===== src/tspg_pkg.sv =====
// Shared constants, types and command/status bundles for the step-pulse generator.
package tspg_pkg;

	localparam int STEP_BITS = 24;

	localparam int ELAPSED_W  = 16;
	localparam int COUNT_W    = 24;
	localparam int EVENT_W    = 2;
	localparam int IVL_W      = 24;
	localparam int TACC_W     = 32;
	localparam int MINI_W     = 16;
	localparam int ACCEL_W    = 20;
	localparam int RAMP_W     = 24;
	localparam int CFG_IDX_W  = 2;
	localparam int CFG_DATA_W = 24;
	localparam int IN_DATA_W  = 40;
	localparam int OUT_DATA_W = 56;

	localparam logic [CFG_IDX_W-1:0] CFG_MIN_INTERVAL = 2'd0;
	localparam logic [CFG_IDX_W-1:0] CFG_ACCELERATION = 2'd1;
	localparam logic [CFG_IDX_W-1:0] CFG_RAMP_STEPS   = 2'd2;

	localparam logic [MINI_W-1:0]  MINI_RESET  = 16'd100;
	localparam logic [ACCEL_W-1:0] ACCEL_RESET = 20'd20000;
	localparam logic [RAMP_W-1:0]  RAMP_RESET  = 24'd2500;

	localparam logic [IVL_W-1:0]  IVL_MAX  = {IVL_W{1'b1}};
	localparam logic [TACC_W-1:0] TACC_MAX = {TACC_W{1'b1}};

	// ramp split compare width
	localparam int SPL_W = ((STEP_BITS > RAMP_W) ? STEP_BITS : RAMP_W) + 1;

	// ramp step number, 2*accel*n product, radicand scaled by 2^16
	localparam int N_W        = STEP_BITS + 1;
	localparam int PROD_W     = ACCEL_W + N_W + 1;
	localparam int RAD_W      = PROD_W + 16;
	localparam int ROOT_CYC   = (RAD_W + 3) / 4;
	localparam int RAD_PAD_W  = 4 * ROOT_CYC;
	localparam int ROOT_W     = 2 * ROOT_CYC;
	localparam int REM_W      = ROOT_W + 2;

	// 1e6 scaled by 2^8, divided two quotient bits per cycle
	localparam int QUO_W   = 28;
	localparam int DIV_CYC = QUO_W / 2;
	localparam logic [QUO_W-1:0] SCALED_MICRO = 28'd256000000;

	localparam int CNT_W = $clog2((ROOT_CYC > DIV_CYC) ? ROOT_CYC : DIV_CYC);

	typedef enum logic [EVENT_W-1:0] {
		EV_NONE = 2'd0,
		EV_ON   = 2'd1,
		EV_OFF  = 2'd2
	} event_t;

	typedef struct packed {
		logic accept;
		logic edge_chk;
		logic mul;
		logic root_step;
		logic div_step;
		logic ivl_write;
		logic out_load;
	} cmd_t;

	typedef struct packed {
		logic load_req;
		logic cruise;
	} sts_t;

endpackage


===== src/trapezoid_step_pulse_generator.sv =====
// A request is taken in idle and checked for a step edge. When an interval load is due,
// the cruise interval is written, or a ramp interval is computed by square root and
// divide and then written. The result is then registered once the output is free.
// One request at a time; the next is taken the cycle after the result is registered.
// The result register lets a new request in while the previous result waits.
// Reset: arst_n clears move state and output valid; config registers get their defaults.
module trapezoid_step_pulse_generator (
	input  logic                                clk,
	input  logic                                arst_n,
	input  logic                                s_tvalid,
	output logic                                s_tready,
	input  logic [tspg_pkg::IN_DATA_W-1:0]      s_tdata,   // elapsed_us[15:0], step_count[39:16]
	input  logic                                s_tuser,   // func
	output logic                                m_tvalid,
	input  logic                                m_tready,
	output logic [tspg_pkg::OUT_DATA_W-1:0]     m_tdata,   // steps_done[23:0], busy_res[24],
	                                                       // interval_us[48:25], zero[55:49]
	output logic [tspg_pkg::EVENT_W-1:0]        m_tuser,   // step_event
	input  logic                                cfg_we,
	input  logic [tspg_pkg::CFG_IDX_W-1:0]      cfg_index,
	input  logic [tspg_pkg::CFG_DATA_W-1:0]     cfg_data
);

	tspg_pkg::cmd_t                  cmd;
	tspg_pkg::sts_t                  sts;
	logic [tspg_pkg::COUNT_W-1:0]    steps_done;
	logic                            busy_res;
	logic [tspg_pkg::IVL_W-1:0]      interval_us;

	tspg_ctrl u_ctrl (
		.clk      (clk),
		.arst_n   (arst_n),
		.s_tvalid (s_tvalid),
		.s_tready (s_tready),
		.m_tvalid (m_tvalid),
		.m_tready (m_tready),
		.sts      (sts),
		.cmd      (cmd)
	);

	tspg_dp u_dp (
		.clk             (clk),
		.arst_n          (arst_n),
		.cmd             (cmd),
		.sts             (sts),
		.cfg_we          (cfg_we),
		.cfg_index       (cfg_index),
		.cfg_data        (cfg_data),
		.in_func         (s_tuser),
		.in_elapsed_us   (s_tdata[15:0]),
		.in_step_count   (s_tdata[39:16]),
		.out_step_event  (m_tuser),
		.out_steps_done  (steps_done),
		.out_busy_res    (busy_res),
		.out_interval_us (interval_us)
	);

	assign m_tdata = {7'b0, interval_us, busy_res, steps_done};

endmodule


===== src/tspg_ctrl.sv =====
// Sequencer for the step-pulse generator: handshakes and the interval computation steps.
module tspg_ctrl (
	input  logic            clk,
	input  logic            arst_n,
	input  logic            s_tvalid,
	output logic            s_tready,
	output logic            m_tvalid,
	input  logic            m_tready,
	input  tspg_pkg::sts_t  sts,
	output tspg_pkg::cmd_t  cmd
);

	typedef enum logic [2:0] {
		ST_IDLE,
		ST_EDGE,
		ST_MUL,
		ST_ROOT,
		ST_DIV,
		ST_WRITE,
		ST_FIN
	} state_t;

	state_t                        state_q;
	logic [tspg_pkg::CNT_W-1:0]    cnt_q;
	logic                          m_tvalid_q;
	logic                          out_free;

	assign s_tready = (state_q == ST_IDLE);
	assign m_tvalid = m_tvalid_q;
	assign out_free = !m_tvalid_q || m_tready;

	always_comb begin
		cmd           = '0;
		cmd.accept    = (state_q == ST_IDLE) && s_tvalid;
		cmd.edge_chk  = (state_q == ST_EDGE);
		cmd.mul       = (state_q == ST_MUL);
		cmd.root_step = (state_q == ST_ROOT);
		cmd.div_step  = (state_q == ST_DIV);
		cmd.ivl_write = (state_q == ST_WRITE);
		cmd.out_load  = (state_q == ST_FIN) && out_free;
	end

	always_ff @(posedge clk or negedge arst_n) begin
		if (!arst_n) begin
			state_q    <= ST_IDLE;
			cnt_q      <= '0;
			m_tvalid_q <= 1'b0;
		end else begin
			if (cmd.out_load)
				m_tvalid_q <= 1'b1;
			else if (m_tready)
				m_tvalid_q <= 1'b0;
			case (state_q)
				ST_IDLE: begin
					if (s_tvalid)
						state_q <= ST_EDGE;
				end
				ST_EDGE: begin
					state_q <= sts.load_req ? ST_MUL : ST_FIN;
				end
				ST_MUL: begin
					cnt_q   <= '0;
					state_q <= sts.cruise ? ST_WRITE : ST_ROOT;
				end
				ST_ROOT: begin
					if (cnt_q == tspg_pkg::CNT_W'(tspg_pkg::ROOT_CYC - 1)) begin
						cnt_q   <= '0;
						state_q <= ST_DIV;
					end else begin
						cnt_q <= cnt_q + 1'b1;
					end
				end
				ST_DIV: begin
					if (cnt_q == tspg_pkg::CNT_W'(tspg_pkg::DIV_CYC - 1)) begin
						cnt_q   <= '0;
						state_q <= ST_WRITE;
					end else begin
						cnt_q <= cnt_q + 1'b1;
					end
				end
				ST_WRITE: begin
					state_q <= ST_FIN;
				end
				ST_FIN: begin
					if (out_free)
						state_q <= ST_IDLE;
				end
				default: begin
					state_q <= ST_IDLE;
				end
			endcase
		end
	end

endmodule


===== src/tspg_dp.sv =====
// Datapath: move state, time accumulator, ramp root and divide, result register.
module tspg_dp (
	input  logic                                 clk,
	input  logic                                 arst_n,
	input  tspg_pkg::cmd_t                       cmd,
	output tspg_pkg::sts_t                       sts,
	input  logic                                 cfg_we,
	input  logic [tspg_pkg::CFG_IDX_W-1:0]       cfg_index,
	input  logic [tspg_pkg::CFG_DATA_W-1:0]      cfg_data,
	input  logic                                 in_func,
	input  logic [tspg_pkg::ELAPSED_W-1:0]       in_elapsed_us,
	input  logic [tspg_pkg::COUNT_W-1:0]         in_step_count,
	output logic [tspg_pkg::EVENT_W-1:0]         out_step_event,
	output logic [tspg_pkg::COUNT_W-1:0]         out_steps_done,
	output logic                                 out_busy_res,
	output logic [tspg_pkg::IVL_W-1:0]           out_interval_us
);

	// configuration
	logic [tspg_pkg::MINI_W-1:0]  mini_q;
	logic [tspg_pkg::ACCEL_W-1:0] accel_q;
	logic [tspg_pkg::RAMP_W-1:0]  ramp_q;

	// move state
	logic [tspg_pkg::TACC_W-1:0]     tacc_q;
	logic [tspg_pkg::IVL_W-1:0]      ivl_q;
	logic [tspg_pkg::STEP_BITS-1:0]  done_q;
	logic [tspg_pkg::STEP_BITS-1:0]  len_q;
	logic [tspg_pkg::STEP_BITS-1:0]  cruise_q;
	logic [tspg_pkg::STEP_BITS-1:0]  decel_q;
	logic                            phase_q;
	logic                            func_q;
	tspg_pkg::event_t                event_q;

	// interval unit
	logic                             cru_q;
	logic [tspg_pkg::RAD_PAD_W-1:0]   rad_q;
	logic [tspg_pkg::REM_W-1:0]       rrem_q;
	logic [tspg_pkg::ROOT_W-1:0]      root_q;
	logic [tspg_pkg::ROOT_W:0]        drem_q;
	logic [tspg_pkg::QUO_W-1:0]       dquo_q;

	// result register
	tspg_pkg::event_t                 out_event_q;
	logic [tspg_pkg::COUNT_W-1:0]     out_done_q;
	logic                             out_busy_q;
	logic [tspg_pkg::IVL_W-1:0]       out_ivl_q;

	logic                             busy;
	logic [tspg_pkg::STEP_BITS-1:0]   len_new;
	logic [tspg_pkg::SPL_W-1:0]       len_w;
	logic                             short_move;
	logic [tspg_pkg::STEP_BITS-1:0]   half_len;
	logic [tspg_pkg::STEP_BITS-1:0]   decel_long;
	logic [tspg_pkg::TACC_W:0]        sum_w;
	logic [tspg_pkg::TACC_W-1:0]      sum_sat;
	logic [tspg_pkg::TACC_W-1:0]      ivl_w;
	logic                             fire;
	logic                             mid;
	logic [tspg_pkg::N_W-1:0]         n_val;
	logic [tspg_pkg::PROD_W-1:0]      prod;
	logic [tspg_pkg::REM_W-1:0]       r_nx;
	logic [tspg_pkg::ROOT_W-1:0]      q_nx;
	logic [tspg_pkg::RAD_PAD_W-1:0]   x_nx;
	logic [tspg_pkg::REM_W-1:0]       trial;
	logic [tspg_pkg::ROOT_W:0]        dr_nx;
	logic [tspg_pkg::QUO_W-1:0]       dq_nx;
	logic [tspg_pkg::ROOT_W:0]        divisor;
	logic [tspg_pkg::IVL_W-1:0]       ramp_ivl;

	assign busy = (done_q != len_q);

	// ramp split for a new move
	assign len_new    = tspg_pkg::STEP_BITS'(in_step_count);
	assign len_w      = tspg_pkg::SPL_W'(len_new);
	assign short_move = len_w < tspg_pkg::SPL_W'({ramp_q, 1'b0});
	assign half_len   = len_new >> 1;
	assign decel_long = tspg_pkg::STEP_BITS'(len_w - tspg_pkg::SPL_W'(ramp_q));

	assign sum_w   = (tspg_pkg::TACC_W + 1)'(tacc_q) + (tspg_pkg::TACC_W + 1)'(in_elapsed_us);
	assign sum_sat = sum_w[tspg_pkg::TACC_W] ? tspg_pkg::TACC_MAX
	                                         : sum_w[tspg_pkg::TACC_W-1:0];

	assign ivl_w = tspg_pkg::TACC_W'(ivl_q);
	assign fire  = !func_q && busy && (tacc_q > ivl_w);

	// n counts from the near end of the ramp
	assign mid   = (done_q > cruise_q) && (done_q < decel_q);
	assign n_val = (done_q <= cruise_q) ? tspg_pkg::N_W'(done_q) + 1'b1
	                                    : tspg_pkg::N_W'(tspg_pkg::STEP_BITS'(len_q - done_q));
	assign prod  = tspg_pkg::PROD_W'({accel_q, 1'b0}) * tspg_pkg::PROD_W'(n_val);

	assign sts.load_req = func_q || (fire && !phase_q);
	assign sts.cruise   = mid;

	// two radicand bit pairs of the square root per cycle
	always_comb begin
		r_nx  = rrem_q;
		q_nx  = root_q;
		x_nx  = rad_q;
		trial = '0;
		for (int k = 0; k < 2; k++) begin
			r_nx  = {r_nx[tspg_pkg::REM_W-3:0], x_nx[tspg_pkg::RAD_PAD_W-1 -: 2]};
			x_nx  = x_nx << 2;
			q_nx  = q_nx << 1;
			trial = tspg_pkg::REM_W'({q_nx, 1'b1});
			if (r_nx >= trial) begin
				r_nx    = r_nx - trial;
				q_nx[0] = 1'b1;
			end
		end
	end

	// two quotient bits per cycle, dividend shifts out as quotient shifts in
	assign divisor = (tspg_pkg::ROOT_W + 1)'(root_q);
	always_comb begin
		dr_nx = drem_q;
		dq_nx = dquo_q;
		for (int k = 0; k < 2; k++) begin
			dr_nx = {dr_nx[tspg_pkg::ROOT_W-1:0], dq_nx[tspg_pkg::QUO_W-1]};
			dq_nx = dq_nx << 1;
			if (dr_nx >= divisor) begin
				dr_nx    = dr_nx - divisor;
				dq_nx[0] = 1'b1;
			end
		end
	end

	assign ramp_ivl = ((root_q == '0) || (dquo_q > tspg_pkg::QUO_W'(tspg_pkg::IVL_MAX)))
	                  ? tspg_pkg::IVL_MAX : tspg_pkg::IVL_W'(dquo_q);

	always_ff @(posedge clk or negedge arst_n) begin
		if (!arst_n) begin
			mini_q   <= tspg_pkg::MINI_RESET;
			accel_q  <= tspg_pkg::ACCEL_RESET;
			ramp_q   <= tspg_pkg::RAMP_RESET;
			tacc_q   <= '0;
			ivl_q    <= '0;
			done_q   <= '0;
			len_q    <= '0;
			cruise_q <= '0;
			decel_q  <= '0;
			phase_q  <= 1'b0;
		end else begin
			if (cfg_we) begin
				case (cfg_index)
					tspg_pkg::CFG_MIN_INTERVAL: mini_q  <= tspg_pkg::MINI_W'(cfg_data);
					tspg_pkg::CFG_ACCELERATION: accel_q <= tspg_pkg::ACCEL_W'(cfg_data);
					tspg_pkg::CFG_RAMP_STEPS:   ramp_q  <= cfg_data;
					default: ;
				endcase
			end
			if (cmd.accept) begin
				if (in_func) begin
					len_q  <= len_new;
					done_q <= '0;
					tacc_q <= '0;
					if (short_move) begin
						cruise_q <= half_len;
						decel_q  <= half_len;
					end else begin
						cruise_q <= tspg_pkg::STEP_BITS'(ramp_q);
						decel_q  <= decel_long;
					end
				end else if (busy) begin
					tacc_q <= sum_sat;
				end
			end
			if (cmd.edge_chk && fire) begin
				tacc_q  <= tacc_q - ivl_w;
				phase_q <= !phase_q;
				if (phase_q)
					done_q <= done_q + 1'b1;
			end
			if (cmd.ivl_write)
				ivl_q <= cru_q ? tspg_pkg::IVL_W'(mini_q) : ramp_ivl;
		end
	end

	// item, interval unit and result registers
	always_ff @(posedge clk) begin
		if (cmd.accept) begin
			func_q  <= in_func;
			event_q <= tspg_pkg::EV_NONE;
		end
		if (cmd.edge_chk && fire)
			event_q <= phase_q ? tspg_pkg::EV_ON : tspg_pkg::EV_OFF;
		if (cmd.mul) begin
			cru_q  <= mid;
			rad_q  <= tspg_pkg::RAD_PAD_W'({prod, 16'h0000});
			rrem_q <= '0;
			root_q <= '0;
			drem_q <= '0;
			dquo_q <= tspg_pkg::SCALED_MICRO;
		end
		if (cmd.root_step) begin
			rad_q  <= rad_q << 4;
			rrem_q <= r_nx;
			root_q <= q_nx;
		end
		if (cmd.div_step) begin
			drem_q <= dr_nx;
			dquo_q <= dq_nx;
		end
		if (cmd.out_load) begin
			out_event_q <= event_q;
			out_done_q  <= tspg_pkg::COUNT_W'(done_q);
			out_busy_q  <= busy;
			out_ivl_q   <= ivl_q;
		end
	end

	assign out_step_event  = out_event_q;
	assign out_steps_done  = out_done_q;
	assign out_busy_res    = out_busy_q;
	assign out_interval_us = out_ivl_q;

endmodule

===== config.mk =====
export PLATFORM = sky130hd
export DESIGN_NAME = trapezoid_step_pulse_generator
export DESIGN_NICKNAME = d
export VERILOG_FILES = /design/src/tspg_pkg.sv /design/src/trapezoid_step_pulse_generator.sv /design/src/tspg_ctrl.sv /design/src/tspg_dp.sv
export SDC_FILE = /design/constraint.sdc
export NUM_CORES = 2
export LEC_CHECK = 0
export ABC_CLOCK_PERIOD_IN_PS = 14800
export BUFFER_PORTS_ARGS = -buffer_cell sky130_fd_sc_hd__clkbuf_2
export CORE_MARGIN = 4
export CORE_UTILIZATION = 57
export DETAILED_ROUTE_END_ITERATION = 6
export GPL_TIMING_DRIVEN = 0
export PLACE_DENSITY = 0.74
export SLEW_MARGIN = 20
export SYNTH_ARGS = -nofsm -noshare
export SYNTH_HDL_FRONTEND = slang
export SYNTH_SLANG_ARGS = --single-unit

===== constraint.sdc =====
create_clock -name clk -period 14.8 [get_ports clk]
set_input_delay 2.22 -clock clk [delete_from_list [all_inputs] [get_ports clk]]
set_output_delay 2.22 -clock clk [all_outputs]
set_load 0.03 [all_outputs]

[After elaboration in Yosys (flattened, before gate mapping)]
Index checks and enable logic that the tools add are counted.
Word-level totals
  register bits after elaboration: 447
  bits in latches: 0
  RAM bits: 0
  bits in read-only memories: 0
  input bits: 72
  logic and storage cells: 139
  memories kept: 0
Operators by class
  add/subtract/negate cells: 11
  multipliers: 1
  div/mod/pow operators: 0
  order comparisons: 10
  equality and inequality tests: 15
  shifts and indexed selects: 0
  mux-type cells: 47
  bitwise operators: 0
  reductions and logical operators: 28
Operators with widths (count)
  32-bit 2-to-1 mux: 15
  24-bit 2-to-1 mux: 8
  64-bit 2-to-1 mux: 2
  32-bit subtractor: 4
  34-bit by 33-bit >= comparator with 1-bit output: 2
  33-bit by 32-bit >= comparator with 1-bit output: 2
  28-bit 2-to-1 mux: 2
  24-bit subtractor: 2
  20-bit by 25-bit multiplier with 45-bit output: 1
  32-bit by 16-bit adder with 33-bit output: 1
  32-bit by 24-bit > comparator with 1-bit output: 1
  32-bit logical NOT: 1
  32-bit by 24-bit subtractor with 32-bit output: 1
  28-bit by 24-bit > comparator with 1-bit output (second input constant): 1
  24-bit by 1-bit adder with 25-bit output (second input constant): 1
  24-bit by 25-bit < comparator with 1-bit output: 1
  25-bit 2-to-1 mux: 1
  24-bit by 1-bit adder with 24-bit output (second input constant): 1
  24-bit > comparator: 1
  24-bit <= comparator: 1
  24-bit < comparator: 1
  24-bit != test: 1
  3-bit case mux with 7 select lines: 1
  3-bit 2-to-1 mux: 6
  22 further kinds: 54

[Longest topological paths before layout]
  depth after elaboration: 7
  depth in mapped cells: 41
  mapped depth without buffers: 38

[Cells and area by module]
A second synthesis with hierarchy kept.
Second synthesis, totals
  cell total of the unflattened synthesis: 5336
  area, all modules: 48527.8 µm²
Modules (own cells, without submodules)
  tspg_dp: times used 1, cells each 5266, area each 47918.5 µm², sequential area each 12132.9 µm²
  tspg_ctrl: times used 1, cells each 61, area each 545.5 µm², sequential area each 200.2 µm²
  trapezoid_step_pulse_generator: times used 1, cells each 9, area each 63.8 µm², sequential area each 0.0 µm²

[Worst setup path after synthesis]
Ideal clock, no wire load.
  kind: register -> register
  start point: register u_dp.done_q[1] in the netlist's numbering
  end point: register u_dp.rad_q[50] in the netlist's numbering, data pin
  library setup time: 0.135 ns
  arrival: 9.157 ns
  required time: 14.665 ns
  path slack: 5.508 ns
  stages on the path, launching flop included: 37
  path buffers: 3
  period minus slack after synthesis: 9.292 ns
  path through: dfrtp_1 -> ha_1 -> nor2b_1 -> o21a_1 -> o21a_1 -> o211ai_1 -> a21o_1 -> a21boi_0 -> o31ai_1 -> clkbuf_1 -> clkbuf_1 -> nor2_1 -> a21oi_1 -> clkbuf_1 -> nand2_1 -> fa_1 -> inv_1 -> fa_1 -> fa_1 -> fa_1 -> fa_1 -> fa_1 -> inv_1 -> fa_1 -> inv_1 -> ha_1 -> a21o_1 -> a21o_1 -> a21o_1 -> a21o_1 -> a21oi_1 -> o21ai_0 -> a21o_1 -> a21oi_1 -> o21ai_0 -> or4b_2 -> nand3_1
On the way
  word-level cells in the longest chain between the ends: 5
  elaborated cells between the ends (all ways): 7
  those cells by class: 2 x add/sub; 1 x mul; 1 x order compare; 3 x mux
Ends and longest elaborated chain
  start, declared: line tspg_dp.sv:27  | logic [tspg_pkg::STEP_BITS-1:0] done_q;
  start signal, assigned: line tspg_dp.sv:173  | done_q <= done_q + 1'b1;
  24-bit subtractor (tied with other cells): line tspg_dp.sv:90  | : tspg_pkg::N_W'(tspg_pkg::STEP_BITS'(len_q - done_q));
  25-bit 2-to-1 mux *: line tspg_dp.sv:89  | assign n_val = (done_q <= cruise_q) ? tspg_pkg::N_W'(done_q) + 1'b1
  20-bit by 25-bit multiplier with 45-bit output *: line tspg_dp.sv:91  | assign prod = tspg_pkg::PROD_W'({accel_q, 1'b0}) * tspg_pkg::PROD_W'(n_val);
  64-bit 2-to-1 mux *: line tspg_dp.sv:188  | if (cmd.mul) begin
  64-bit 2-to-1 mux *: line tspg_dp.sv:196  | if (cmd.root_step) begin
  end signal, assigned: line tspg_dp.sv:190  | rad_q <= tspg_pkg::RAD_PAD_W'({prod, 16'h0000});
  end signal, assigned: line tspg_dp.sv:197  | rad_q <= rad_q << 4;
  end, declared: line tspg_dp.sv:37  | logic [tspg_pkg::RAD_PAD_W-1:0] rad_q;
Mark *: on every way between the ends. The rest lies on a longest branch, timed or not. The select of a mux whose other input is x is not followed.
A chain may end at the register's enable or synchronous reset.

[Worst setup path in the final report]
  start point: register u_dp.done_q[1] in the netlist's numbering
  end point: register u_dp.rad_q[60] in the netlist's numbering, data pin
The elaborated chain is that of the path after synthesis.

==> results.py <==
metrics = {
    "floorplanning": {
        "initial_utilization_pct": 57.8,
        "die_w_microns": 300,
        "die_area_sq_mm": 0.0902,
        "rows": 106,
        "core_sq_mm": 0.0842,
        "pin_count": 132,
        "dieHeight_microns": 300,
    },
    "status": {
        "status": "finished clean",
    },
    "synth": {
        "ys_async_sr_fraction_pct": 49.4,
        "synth_area_per_cell_sq_um": 8.87,
        "synth_edf_count": 226,
        "synth_area_leaders": "fa_1, edfxtp_1, ha_1, dfrtp_1, inv_1",
        "ys_warn_count": 0,
        "mappedNetlistArea_sq_mm": 0.0487,
        "yosysTopAreaCellShare_pct": 17.1,
        "netlist_instances": 5490,
        "synth_seq_area_share_pct": 25.3,
        "yosysUniqueCellTypes": 93,
        "yosysTopAreaCell": "fa_1",
        "synth-seq-cells": 447,
        "synth_ff_type": "edfxtp_1",
    },
    "placed_design": {
        "place_congestion": 0.985,
        "port-buffer-count": 124,
        "hpwl_microns": 115000,
        "placed_cell_area_sq_mm": 0.0510,
    },
    "layout": {
        "layout.nets": 6619,
        "utilization_pct": 62.9,
        "drive_gt1_share_pct": 6.72,
        "final_common_cell": "inv_1",
        "fin_area_sq_mm": 0.0530,
        "syn2layout_area_growth_pct": 8.71,
        "fillerInstances": 7201,
        "final_cell_mix": "inv_1, nand2_1, ha_1",
    },
    "drt": {
        "viasPerCell": 6.00,
        "drt_pass1_iterations": 6,
        "wl_microns": 145000,
        "drc_errors": 0,
        "wire_per_inst_microns": 21.1,
        "detail-route-antenna-nets": 0,
        "drtIter0Drc": 3356,
        "vias": 41230,
    },
    "sta": {
        "fin_crit_sh_pct": 85.6,
        "finalHoldViolations": 0,
        "rsz0062_at_grt": "false",
        "fin_skew_ns": 0.0279,
        "final-max-slew-violation-count": 0,
        "maxSlewHeadroom_pct": 25.0,
        "setup_viol": 0,
        "setup-tns-final_ns": 0,
        "min_period_ns": 12.67,
        "worst_pin_slew_ns": 1.11,
        "fmax_ghz": 0.0789,
    },
    "cts": {
        "cts_tree": "done",
        "cts_resized": 0,
        "clock_sinks": 447,
        "clk_latency_ns": 0.64,
        "htreeDepth": 2,
        "cts_made_buffers": 53,
        "cts_setup_buffers": 0,
        "cts.clk_slew.worst_paths_ns": 0.06,
        "cts_buffer_depth": 3,
        "cts-hold-fix-buffers": 0,
        "root_buffer": "clkbuf_16",
    },
    "grt": {
        "grt_max_degree": 88,
        "overflow": 0,
        "grt_usage_pct": 32.3,
        "grt_antenna_before_repair": 6,
        "grt_pass1_wl_microns": 229000,
        "grt_pass1_vias": 41685,
    },
    "critical_path": {
        "crit_top_cell": "fa_1",
        "arrival_ns": 12.94,
        "slowest_stage": "o21ai_0",
        "max_stage_delay_ns": 0.89,
        "critPathRequiredTime_ns": 15.07,
        "startpoint_type": "flop",
        "critPathKind": "reg -> reg",
        "setup.worst_path.end_class": "flop",
        "crit_path_max_fanout": 10,
    },
    "run": {
        "maxCapViolations": 0,
    },
    "min_path": {
        "hp-class": "reg -> reg",
    },
}
-- state kept, by name, indices dropped and copies added (netlist names), 28 cells and up --
signal and flops:
u_dp.drem_q 32, u_dp.rad_q 47, u_dp.dquo_q 28, u_dp.tacc_q 32
u_dp.rrem_q 32, u_dp.root_q 32
-- worst paths after layout --
kind / start / end / slack [ns] / cells after the start
max: u_dp.done_q[1] / u_dp.rad_q[60] / 2.13 / 36
min: u_dp.ivl_q[21] / u_dp.out_interval_us[21] / 0.48 / 0
min in group asynchronous: arst_n / u_ctrl.m_tvalid / 1.56 / 1
max reg2reg: u_dp.done_q[1] / u_dp.rad_q[60] / 2.13 / 36
max in group asynchronous: arst_n / u_dp.accel_q[10] / 12.34 / 2
min reg2reg: u_dp.ivl_q[21] / u_dp.out_interval_us[21] / 0.48 / 0
-- Yosys cell counts, drive strengths merged (23+ instances only) --
cell / number
a211oi: 49
a21o: 143
a21oi: 374
a31oi: 23
and2: 234
and3: 66
buf: 42
clkbuf: 209
dfrtp: 208
edfxtp: 226
fa: 416
ha: 444
inv: 681
mux2: 79
mux2i: 52
nand2: 606
nand2b: 55
nand3: 115
nand4: 56
nor2: 385
nor2b: 33
nor3: 72
nor4: 28
o21a: 54
o21ai: 284
o21bai: 32
o31ai: 40
or3: 25
xnor2: 144
xor2: 85
-- worst max-delay path, delay by kind of cell (launching register included) --
kind | cells | cell delay, ns
AOI/OAI and AO/OA | 16 | 5.31
xor gates and xnor gates | 1 | 0.22
adders and majority gates | 9 | 3.64
buffers and inverters | 7 | 2.01
DFF | 1 | 0.60
and+or+nand+nor | 3 | 0.49
-- through the flow --
step                      hold slack (ns)  instances  setup slack, ns
final                               0.479       6870             2.13
after global routing                0.479       6866             1.54
after CTS                           0.470       6866             2.37
after detailed placement            0.455       6766             2.43
after global placement              0.453       6754             2.48
after floorplan                     0.400       5496             5.51
-- logic make-up (layout without fill, tap and decap cells) --
| family | count (synthesis) | in the layout | synth area share (%) |
|---|---|---|---|
| AND/OR/NAND/NOR | 1732 | 1732 | 16.9 |
| multiplexers | 131 | 131 | 2.90 |
| flip-flops | 447 | 447 | 25.3 |
| other | 1 | 11 | 0.00770 |
| XOR/XNOR | 229 | 229 | 4.12 |
| adder cells (fa/ha/maj) | 860 | 860 | 28.5 |
| AO/OA/AOI/OAI | 1158 | 1158 | 14.9 |
| buffers and inverters | 932 | 1168 | 7.39 |
-- layout make-up --
type	instances	area, sq um	area share (%)
repair buffers	136	827	1.56
diodes	4	10.0	0.0189
flip-flops and latches	447	12300	23.3
clock inverters	29	438	0.827
inverters	681	2560	4.84
clock buffers	71	1500	2.82
well taps	1134	1420	2.68
multi-input cells	4117	32800	62.0
plain buffers	251	1040	1.97
-- per-layer routing --
metal | track usage [%] | vias to the layer above | routed length, microns
li1 | - | 18977 | -
met4 | 14.6 | 6 | 7540
met1 | 41.4 | 20091 | 58000
met5 | 0 | - | 96
met3 | 6.38 | 421 | 11900
met2 | 53.0 | 1735 | 67100
Power is not shown: default switching activity piles up to over one toggle a cycle in this logic, so the estimate is an artifact.
